==> src/hw/rtl/lqsq_pkg.sv <==
// lqsq_pkg: shared types and constants for the linear queue with stat queries
// used by the front, the back and the top level; no dependencies
`default_nettype none

package lqsq_pkg;

  // command codes on the input beat
  localparam logic [1:0] CMD_ENQ = 2'd0;
  localparam logic [1:0] CMD_DEQ = 2'd1;
  localparam logic [1:0] CMD_MID = 2'd2;
  localparam logic [1:0] CMD_SEC = 2'd3;

  // result status codes
  localparam logic [2:0] ST_OK       = 3'd0;
  localparam logic [2:0] ST_FULL     = 3'd1;
  localparam logic [2:0] ST_EMPTY    = 3'd2;
  localparam logic [2:0] ST_FEW      = 3'd3;
  localparam logic [2:0] ST_NOSECOND = 3'd4;

  // flips signed order into unsigned order
  localparam logic [31:0] SIGN_BIT = 32'h8000_0000;

  // command queue between front and back
  localparam int CQ_DEPTH = 2;
  localparam int CQ_PW    = $clog2(CQ_DEPTH);
  localparam int CQ_CW    = $clog2(CQ_DEPTH + 1);

  typedef enum logic [1:0] {
    OP_ENQ,
    OP_DEQ,
    OP_MID,
    OP_SEC
  } op_t;

  typedef struct packed {
    op_t                op;
    logic signed [31:0] value;
  } cmd_t;

  // front-to-back command handshake
  typedef struct packed {
    logic valid;
    cmd_t cmd;
  } cq_out_t;

endpackage

`default_nettype wire

==> src/hw/rtl/linear_queue_with_stat_queries_top.sv <==
// linear_queue_with_stat_queries_top: array queue of signed 32-bit values with
// middle and second-largest queries; depends on lqsq_pkg, lqsq_front, lqsq_back
//
//   channel  direction  handshake           payload
//   in       input      in_valid/in_stall   in_command[1:0], in_value[31:0]
//   out      output     out_valid/out_stall out_status[2:0], out_data[31:0]
//
// enqueue and failed commands give their result in the cycle after leaving the
// command queue; dequeue and middle first read the entry ram (one ram read).
// second largest folds in all n stored entries, up to DEPTH, before its result:
// the scan reads the entry ram one position per cycle through its single port.
// reset clears the positions, queues, state and result valid only; the entry ram is not cleared.
// out_stall holds the result register; the back waits for it before starting
// the next command, while the front keeps taking beats until its queue fills.
`default_nettype none

module linear_queue_with_stat_queries_top
  import lqsq_pkg::*;
#(
  parameter int DEPTH = 64
) (
  input  wire logic        clk,
  input  wire logic        rst_n,
  input  wire logic        in_valid,
  output logic             in_stall,
  input  wire logic [1:0]  in_command,
  input  wire logic [31:0] in_value,
  output logic             out_valid,
  input  wire logic        out_stall,
  output logic [2:0]       out_status,
  output logic [31:0]      out_data
);

  cq_out_t cq;
  logic    cq_pop;

  // accept and classify
  lqsq_front u_front (
    .clk        (clk),
    .rst_n      (rst_n),
    .in_valid   (in_valid),
    .in_stall   (in_stall),
    .in_command (in_command),
    .in_value   (in_value),
    .cq_out     (cq),
    .cq_pop     (cq_pop)
  );

  // execute against the entry store
  lqsq_back #(
    .DEPTH (DEPTH)
  ) u_back (
    .clk        (clk),
    .rst_n      (rst_n),
    .cq_in      (cq),
    .cq_pop     (cq_pop),
    .out_valid  (out_valid),
    .out_stall  (out_stall),
    .out_status (out_status),
    .out_data   (out_data)
  );

endmodule

`default_nettype wire

==> src/hw/rtl/lqsq_ram.sv <==
// lqsq_ram: generic single-write, single-read ram with registered read data
// no dependencies
`default_nettype none

module lqsq_ram #(
  parameter int WIDTH = 32,
  parameter int DEPTH = 64
) (
  input  wire logic                     clk,
  input  wire logic                     we,
  input  wire logic [$clog2(DEPTH)-1:0] waddr,
  input  wire logic [WIDTH-1:0]         wdata,
  input  wire logic                     re,
  input  wire logic [$clog2(DEPTH)-1:0] raddr,
  output logic      [WIDTH-1:0]         rdata
);

  logic [WIDTH-1:0] mem [DEPTH];

  // write port and registered read port
  always_ff @(posedge clk) begin
    if (we) begin
      mem[waddr] <= wdata;
    end
    if (re) begin
      rdata <= mem[raddr];
    end
  end

endmodule

`default_nettype wire

==> src/hw/rtl/lqsq_front.sv <==
// lqsq_front: accepts input beats, classifies the command and holds it in a
// short command queue for the back; depends on lqsq_pkg
`default_nettype none

module lqsq_front
  import lqsq_pkg::*;
(
  input  wire logic        clk,
  input  wire logic        rst_n,
  input  wire logic        in_valid,
  output logic             in_stall,
  input  wire logic [1:0]  in_command,
  input  wire logic [31:0] in_value,
  output cq_out_t          cq_out,
  input  wire logic        cq_pop
);

  cmd_t             q_mem_r [CQ_DEPTH];
  logic [CQ_PW-1:0] wr_ptr_r, wr_ptr_nxt;
  logic [CQ_PW-1:0] rd_ptr_r, rd_ptr_nxt;
  logic [CQ_CW-1:0] cnt_r, cnt_nxt;
  logic             push;
  cmd_t             cls;

  // classify the command code
  always_comb begin
    cls.value = in_value;
    case (in_command)
      CMD_ENQ: cls.op = OP_ENQ;
      CMD_DEQ: cls.op = OP_DEQ;
      CMD_MID: cls.op = OP_MID;
      CMD_SEC: cls.op = OP_SEC;
      default: cls.op = OP_SEC;
    endcase
  end

  assign in_stall   = (cnt_r == CQ_CW'(CQ_DEPTH));
  assign push       = in_valid && !in_stall;
  assign cq_out.valid = (cnt_r != '0);
  assign cq_out.cmd   = q_mem_r[rd_ptr_r];

  // pointer and count update
  always_comb begin
    wr_ptr_nxt = wr_ptr_r;
    rd_ptr_nxt = rd_ptr_r;
    cnt_nxt    = cnt_r;
    if (push) begin
      wr_ptr_nxt = (wr_ptr_r == CQ_PW'(CQ_DEPTH - 1)) ? '0 : wr_ptr_r + CQ_PW'(1);
    end
    if (cq_pop) begin
      rd_ptr_nxt = (rd_ptr_r == CQ_PW'(CQ_DEPTH - 1)) ? '0 : rd_ptr_r + CQ_PW'(1);
    end
    if (push && !cq_pop) begin
      cnt_nxt = cnt_r + CQ_CW'(1);
    end else if (!push && cq_pop) begin
      cnt_nxt = cnt_r - CQ_CW'(1);
    end
  end

  always_ff @(posedge clk) begin
    if (!rst_n) begin
      wr_ptr_r <= '0;
      rd_ptr_r <= '0;
      cnt_r    <= '0;
    end else begin
      wr_ptr_r <= wr_ptr_nxt;
      rd_ptr_r <= rd_ptr_nxt;
      cnt_r    <= cnt_nxt;
    end
  end

  // queue storage, no reset needed
  always_ff @(posedge clk) begin
    if (push) begin
      q_mem_r[wr_ptr_r] <= cls;
    end
  end

endmodule

`default_nettype wire

==> src/hw/rtl/lqsq_back.sv <==
// lqsq_back: executes queued commands against the entry ram, runs the
// second-largest scan and drives the result register; depends on lqsq_pkg, lqsq_ram
`default_nettype none

module lqsq_back
  import lqsq_pkg::*;
#(
  parameter int DEPTH = 64
) (
  input  wire logic        clk,
  input  wire logic        rst_n,
  input  wire cq_out_t     cq_in,
  output logic             cq_pop,
  output logic             out_valid,
  input  wire logic        out_stall,
  output logic [2:0]       out_status,
  output logic [31:0]      out_data
);

  localparam int AW = $clog2(DEPTH);
  localparam int CW = $clog2(DEPTH + 1);

  typedef enum logic [1:0] {
    S_IDLE,
    S_RD,
    S_SCAN
  } state_t;

  state_t          state_r, state_nxt;
  logic [AW-1:0]   head_r, head_nxt;
  logic [CW-1:0]   tail_r, tail_nxt;
  logic [CW-1:0]   scan_idx_r, scan_idx_nxt;
  logic [31:0]     best_r, best_nxt;
  logic [31:0]     second_r, second_nxt;
  logic            out_valid_r, out_valid_nxt;
  logic [2:0]      out_status_r, out_status_nxt;
  logic [31:0]     out_data_r, out_data_nxt;

  logic            out_free;
  logic            ram_we, ram_re;
  logic [AW-1:0]   ram_waddr, ram_raddr;
  logic [31:0]     ram_rdata;
  logic [CW-1:0]   head_ext, head_inc;
  logic [CW:0]     mid_sum;
  logic [AW-1:0]   mid_addr;
  logic [31:0]     scan_x;
  logic [31:0]     best_upd, second_upd;

  lqsq_ram #(
    .WIDTH (32),
    .DEPTH (DEPTH)
  ) u_entry_ram (
    .clk   (clk),
    .we    (ram_we),
    .waddr (ram_waddr),
    .wdata (cq_in.cmd.value),
    .re    (ram_re),
    .raddr (ram_raddr),
    .rdata (ram_rdata)
  );

  // position arithmetic
  assign head_ext = CW'(head_r);
  assign head_inc = head_ext + CW'(1);
  assign mid_sum  = (CW + 1)'(head_r) + (CW + 1)'(tail_r) - (CW + 1)'(1);
  assign mid_addr = mid_sum[AW:1];
  assign ram_waddr = tail_r[AW-1:0];

  // one step of the running max / second max, in offset-binary order
  assign scan_x = ram_rdata ^ SIGN_BIT;
  always_comb begin
    best_upd   = best_r;
    second_upd = second_r;
    if (scan_x > best_r) begin
      second_upd = best_r;
      best_upd   = scan_x;
    end else if ((scan_x > second_r) && (scan_x != best_r)) begin
      second_upd = scan_x;
    end
  end

  assign out_free = !out_valid_r || !out_stall;
  assign cq_pop   = (state_r == S_IDLE) && cq_in.valid && out_free;

  // command sequencing
  always_comb begin
    state_nxt      = state_r;
    head_nxt       = head_r;
    tail_nxt       = tail_r;
    scan_idx_nxt   = scan_idx_r;
    best_nxt       = best_r;
    second_nxt     = second_r;
    out_valid_nxt  = out_valid_r && out_stall;
    out_status_nxt = out_status_r;
    out_data_nxt   = out_data_r;
    ram_we         = 1'b0;
    ram_re         = 1'b0;
    ram_raddr      = head_r;

    case (state_r)
      S_IDLE: begin
        if (cq_pop) begin
          case (cq_in.cmd.op)
            OP_ENQ: begin
              out_valid_nxt = 1'b1;
              out_data_nxt  = '0;
              if (tail_r == CW'(DEPTH)) begin
                out_status_nxt = ST_FULL;
              end else begin
                ram_we         = 1'b1;
                tail_nxt       = tail_r + CW'(1);
                out_status_nxt = ST_OK;
              end
            end
            OP_DEQ: begin
              if (tail_r == '0) begin
                out_valid_nxt  = 1'b1;
                out_status_nxt = ST_EMPTY;
                out_data_nxt   = '0;
              end else begin
                ram_re    = 1'b1;
                ram_raddr = head_r;
                state_nxt = S_RD;
                // queue drained: both positions restart at zero
                if (head_inc >= tail_r) begin
                  head_nxt = '0;
                  tail_nxt = '0;
                end else begin
                  head_nxt = head_inc[AW-1:0];
                end
              end
            end
            OP_MID: begin
              if (tail_r == '0) begin
                out_valid_nxt  = 1'b1;
                out_status_nxt = ST_EMPTY;
                out_data_nxt   = '0;
              end else begin
                ram_re    = 1'b1;
                ram_raddr = mid_addr;
                state_nxt = S_RD;
              end
            end
            OP_SEC: begin
              if ((tail_r == '0) || ((tail_r - CW'(1)) <= head_ext)) begin
                out_valid_nxt  = 1'b1;
                out_status_nxt = ST_FEW;
                out_data_nxt   = '0;
              end else begin
                ram_re       = 1'b1;
                ram_raddr    = head_r;
                scan_idx_nxt = head_inc;
                best_nxt     = '0;
                second_nxt   = '0;
                state_nxt    = S_SCAN;
              end
            end
            default: begin
              state_nxt = S_IDLE;
            end
          endcase
        end
      end
      S_RD: begin
        out_valid_nxt  = 1'b1;
        out_status_nxt = ST_OK;
        out_data_nxt   = ram_rdata;
        state_nxt      = S_IDLE;
      end
      S_SCAN: begin
        best_nxt   = best_upd;
        second_nxt = second_upd;
        if (scan_idx_r < tail_r) begin
          ram_re       = 1'b1;
          ram_raddr    = scan_idx_r[AW-1:0];
          scan_idx_nxt = scan_idx_r + CW'(1);
        end else begin
          // last entry folded in this cycle
          out_valid_nxt = 1'b1;
          if (second_upd == '0) begin
            out_status_nxt = ST_NOSECOND;
            out_data_nxt   = '0;
          end else begin
            out_status_nxt = ST_OK;
            out_data_nxt   = second_upd ^ SIGN_BIT;
          end
          state_nxt = S_IDLE;
        end
      end
      default: begin
        state_nxt = S_IDLE;
      end
    endcase
  end

  // state and registered outputs
  always_ff @(posedge clk) begin
    if (!rst_n) begin
      state_r     <= S_IDLE;
      head_r      <= '0;
      tail_r      <= '0;
      out_valid_r <= 1'b0;
    end else begin
      state_r     <= state_nxt;
      head_r      <= head_nxt;
      tail_r      <= tail_nxt;
      out_valid_r <= out_valid_nxt;
    end
    scan_idx_r   <= scan_idx_nxt;
    best_r       <= best_nxt;
    second_r     <= second_nxt;
    out_status_r <= out_status_nxt;
    out_data_r   <= out_data_nxt;
  end

  assign out_valid  = out_valid_r;
  assign out_status = out_status_r;
  assign out_data   = out_data_r;

  // write position never passes the end of the store
  a_tail_bound: assert property (@(posedge clk) disable iff (!rst_n)
    tail_r <= CW'(DEPTH))
    else $error("tail position beyond depth");

  // read position stays below write position, and is zero when empty
  a_head_order: assert property (@(posedge clk) disable iff (!rst_n)
    (tail_r != '0) |-> (head_ext < tail_r))
    else $error("head not below tail");

  a_empty_head: assert property (@(posedge clk) disable iff (!rst_n)
    (tail_r == '0) |-> (head_r == '0))
    else $error("head nonzero on empty queue");

  // a read result always finds the result register free
  a_rd_slot: assert property (@(posedge clk) disable iff (!rst_n)
    ((state_r == S_RD) || (state_r == S_SCAN)) |-> !out_valid_r)
    else $error("result register busy during read");

  // failed commands carry zero data
  a_zero_data: assert property (@(posedge clk) disable iff (!rst_n)
    (out_valid_r && (out_status_r != ST_OK)) |-> (out_data_r == '0))
    else $error("nonzero data with error status");

endmodule

`default_nettype wire
==> config.mk <==
export PLATFORM = sky130hd
export DESIGN_NAME = linear_queue_with_stat_queries_top
export DESIGN_NICKNAME = d
export VERILOG_FILES = /design/src/hw/rtl/lqsq_pkg.sv /design/src/hw/rtl/linear_queue_with_stat_queries_top.sv /design/src/hw/rtl/lqsq_ram.sv /design/src/hw/rtl/lqsq_front.sv /design/src/hw/rtl/lqsq_back.sv
export SDC_FILE = /design/constraint.sdc
export NUM_CORES = 2
export LEC_CHECK = 0
export CORE_UTILIZATION = 40
export CTS_BUF_LIST = sky130_fd_sc_hd__clkbuf_8
export CTS_CLUSTER_DIAMETER = 60
export DETAILED_ROUTE_END_ITERATION = 8
export DONT_BUFFER_PORTS = 1
export PLACE_DENSITY = 0.54
export RECOVER_POWER = 25
export SYNTH_ARGS = -nofsm -noshare
export SYNTH_HDL_FRONTEND = slang
export SYNTH_SLANG_ARGS = --single-unit
==> constraint.sdc <==
create_clock -name clk -period 6.7 [get_ports clk]
set_input_delay 0.67 -clock clk [delete_from_list [all_inputs] [get_ports clk]]
set_output_delay 0.67 -clock clk [all_outputs]
set_load 0.01 [all_outputs]
==> results.md <==
* Sw Share at 26.8%
* Final wirelength at 284000 um
* H-tree depth at 5
* Synth warn at 0
* Postcts setup bufs at 0
* Worst Path Arrival at 6.27 ns
* Initial antenna violation count at 26
* TritonCTS Sinks at 2275
* Fmax at 0.166 GHz
* Vias/cell at 5.70
* Largest net degree at the start of global routing at 131
* DRT iter0 DRCs at 7045
* Post-cts hold buffer count at 37
* P_int at 23.9 mW
* Setup slack at placement at 0.962 ns
* Seq pwr share at 54.1%
* RSZ-0062 raised after global routing: no
* Register area share after synthesis at 73.2%
* Detailed placement HPWL at 162000 um
* Final ANT Viol Nets at 0
* Die width at 484 um
* Worst Path Required at 6.96 ns
* NetSw at 8.75 mW
* Failing checks: capacitance limit, slew limit
* Vias in the first global route at 57300
* CP endpoint kind: register
* Vias at 59000
* Total chip power at 32.7 mW
* Die area at 235000 sq um
* Clock skew at 0.117 ns
* Worst-margin pin slew at 4.10 ns
* DP Area at 98000 sq um
* Clock tree buffer depth at 4
* Hold Crit Class: in -> reg
* CP max FO at 64
* Final Core Density at 45.5%
* Post-synthesis net count at 6952
* P_leak at 35.2 nW
* WL/cell at 27.4 um
* CP Launch Type: register
* Pins Over Slew Limit at 1792
* Area growth syn-to-layout at 12.8%
* Clock slew at reported path FFs at 0.06 ns
* Share of layout cells above drive strength 1 at 10.7%
* Setup ws final at 0.686 ns
* CP Class: reg -> reg
* Max-cap viol count at 29
* Clock share of power at 34.4%
* Standard-cell rows at 176
* Setup-failing EPs final at 0
* Top FF cell, synth: edfxtp_1
* Final cycle utilization of the critical path at 89.8%
* CTS root buf: clkbuf_8
* Starting density of the core at 40.4%
* Total CTS buffers at 391
* Hold Vio Cnt, Final at 0
* Die Y at 484 um
* Post-route minimum period at 6.01 ns
* Synth Instances at 6807
* Setup_tns at 0 ns
* Cts repair resizes at 0
* Number of flops mapped to enable cells by yosys at 2254
* First-pass GRT wire length at 407000 um
* Ys async rst share at 0%
* Count of state elements after synthesis at 2275
* Pre-antenna DRT Iters at 5
* Max IR drop VDD at 0.000231 V
* GR Overflow Total at 0
* Clk Latency, worst-skew pair at 1.12 ns
* DR DRC count at 0
* Final RePlAce weighted congestion at 0.859
* TritonCTS clock tree: done
* I/O pin count at 75
* Logic gate share of total power at 11.5%
* Outcome: finished, violations left
* Layout Nets at 7195
* Slew headroom at -174%
* Port bufs at 0
* Post-synthesis cell area at 93100 sq um
* Design area at 105000 sq um
* Total track usage at 23.8%
* Post-Syn Area per Cell at 13.7 sq um
* Core ar. at 231000 sq um
* Pwr dens at 311 nW/um^2
* Count of cell types in the netlist at 80
==> cells in the final DEF (no fill, tap or decap), drive strengths merged, types with 65 or more instances in the layout <==
cell type / Yosys / final
edfxtp: 2254 / 2254
nand2: 1590 / 1590
nand3: 787 / 787
clkbuf: 281 / 422
mux2i: 358 / 358
inv: 101 / 240
buf: 146 / 213
nand4: 212 / 212
a21oi: 127 / 127
clkinv: 3 / 122
nor2: 109 / 109
ha: 106 / 106
nor2b: 65 / 65
a2111oi: 65 / 65
a32oi: 65 / 65
==> per-layer routing <==
layer  GRT usage [%]  up-vias  share of wire [%]
met5               0        -             0.0095
met4            8.14        4                3.0
met2            37.1     2647                 46
met3            4.61      422                8.5
li1                -    26000                  -
met1            33.3    29900                 43
==> synth_stat cells (all sizes together) (8+ instances only) <==
cell type	n	area [sq um]
nor3	28	140
edfxtp	2254	67700
o2111ai	34	298
buf	146	768
a21boi	25	188
a32oi	65	569
nand4	212	1330
and2	41	257
o21ai	22	114
mux2i	358	3580
a22o	11	97.6
inv	101	379
and3	10	62.6
ha	106	1330
nor2b	65	407
o21a	9	67.6
a211oi	37	300
o31ai	22	165
o22a	31	272
a21oi	127	636
xnor2	17	149
or4	37	278
a21o	13	97.6
nor2	109	425
nand2	1590	5970
clkbuf	281	1060
nand3	787	3950
o22ai	34	213
o211ai	25	188
nor4	12	81.3
mux2	34	383
xor2	8	70.1
a2111oi	65	569
dfxtp	21	420
==> cell type report <==
type	instances	area [sq um]
Sequential cell	2275	68100
Timing Repair Buffer	277	2500
Tap cell	3026	3790
Clock buffer	395	5440
Fill cell	20500	126000
Inverter	104	390
Multi-Input combinational cell	4001	23400
Clock inverter	273	1310
Antenna cell	12	30.0
==> final timing paths <==
check	start	endpoint	slack, ns	cells after the start
hold reg to reg	u_front.cnt_r[1]$_SDFFE_PN0P_	u_front.cnt_r[1]$_SDFFE_PN0P_	0.54	2
setup / recovery	register	u_back.u_entry_ram.mem[47][26]$_DFFE_PP_	0.69	3
setup reg to reg	register	u_back.u_entry_ram.mem[47][26]$_DFFE_PP_	0.69	3
hold / removal	in_value[4]	u_front.q_mem_r[1][4]$_DFFE_PP_	0.25	1
==> logic make-up (layout without fill, tap and decap cells) <==
logic type               after synthesis  after routing  share of synthesized area (%)
buffers and inverters                531           1049                           2.38
flip-flops                          2275           2275                           73.2
XOR/XNOR                              25             25                          0.235
multiplexers                         392            392                           4.26
AO/OA/AOI/OAI                        557            557                           4.43
adder cells (fa/ha/maj)              107            107                           1.45
other                                  0             12                              0
AND/OR/NAND/NOR                     2920           2920                           14.1
==> worst max-delay path: stages, from the launching register on <==
cell and delay [ns]:
dfxtp_1 0.45, clkbuf_1 1.40, mux2_2 0.38, clkbuf_1 2.81
==> registers in the layout, summed over array words and instances, names as in the netlist, named ones only <==
signal and cells:
u_back.u_entry_ram.rdata 32, u_back.scan_idx_r 7, u_back.second_r 32, u_back.tail_r 7, u_front.q_mem_r 68, u_back.state_r 2
u_front.rd_ptr_r 1, u_back.u_entry_ram.mem 2048, u_back.out_status 3, u_back.best_r 32, u_front.wr_ptr_r 1, u_back.out_valid 1
u_back.head_r 6, u_back.out_data 32, u_front.cnt_r 2
==> stage by stage <==
step / instances / hold WS, ns
2_1_floorplan: 6807 / 0.478
3_3_place_gp: 9646 / 0.496
3_5_place_dp: 9646 / 0.529
4_1_cts: 10400 / 0.136
5_1_grt: 10400 / 0.206
6_report: 10400 / 0.249
==> power by group through the flow <==
stage	sequential, mW	clock [mW]	combinational (mW)
floorplan	17.7	0	1.92
global placement	17.8	0	3.71
detailed placement	17.8	0	3.78
CTS	17.5	11.5	3.81
global route	17.7	12.0	3.98
finish	17.7	11.2	3.76
Power figures use the tool's default switching activity.
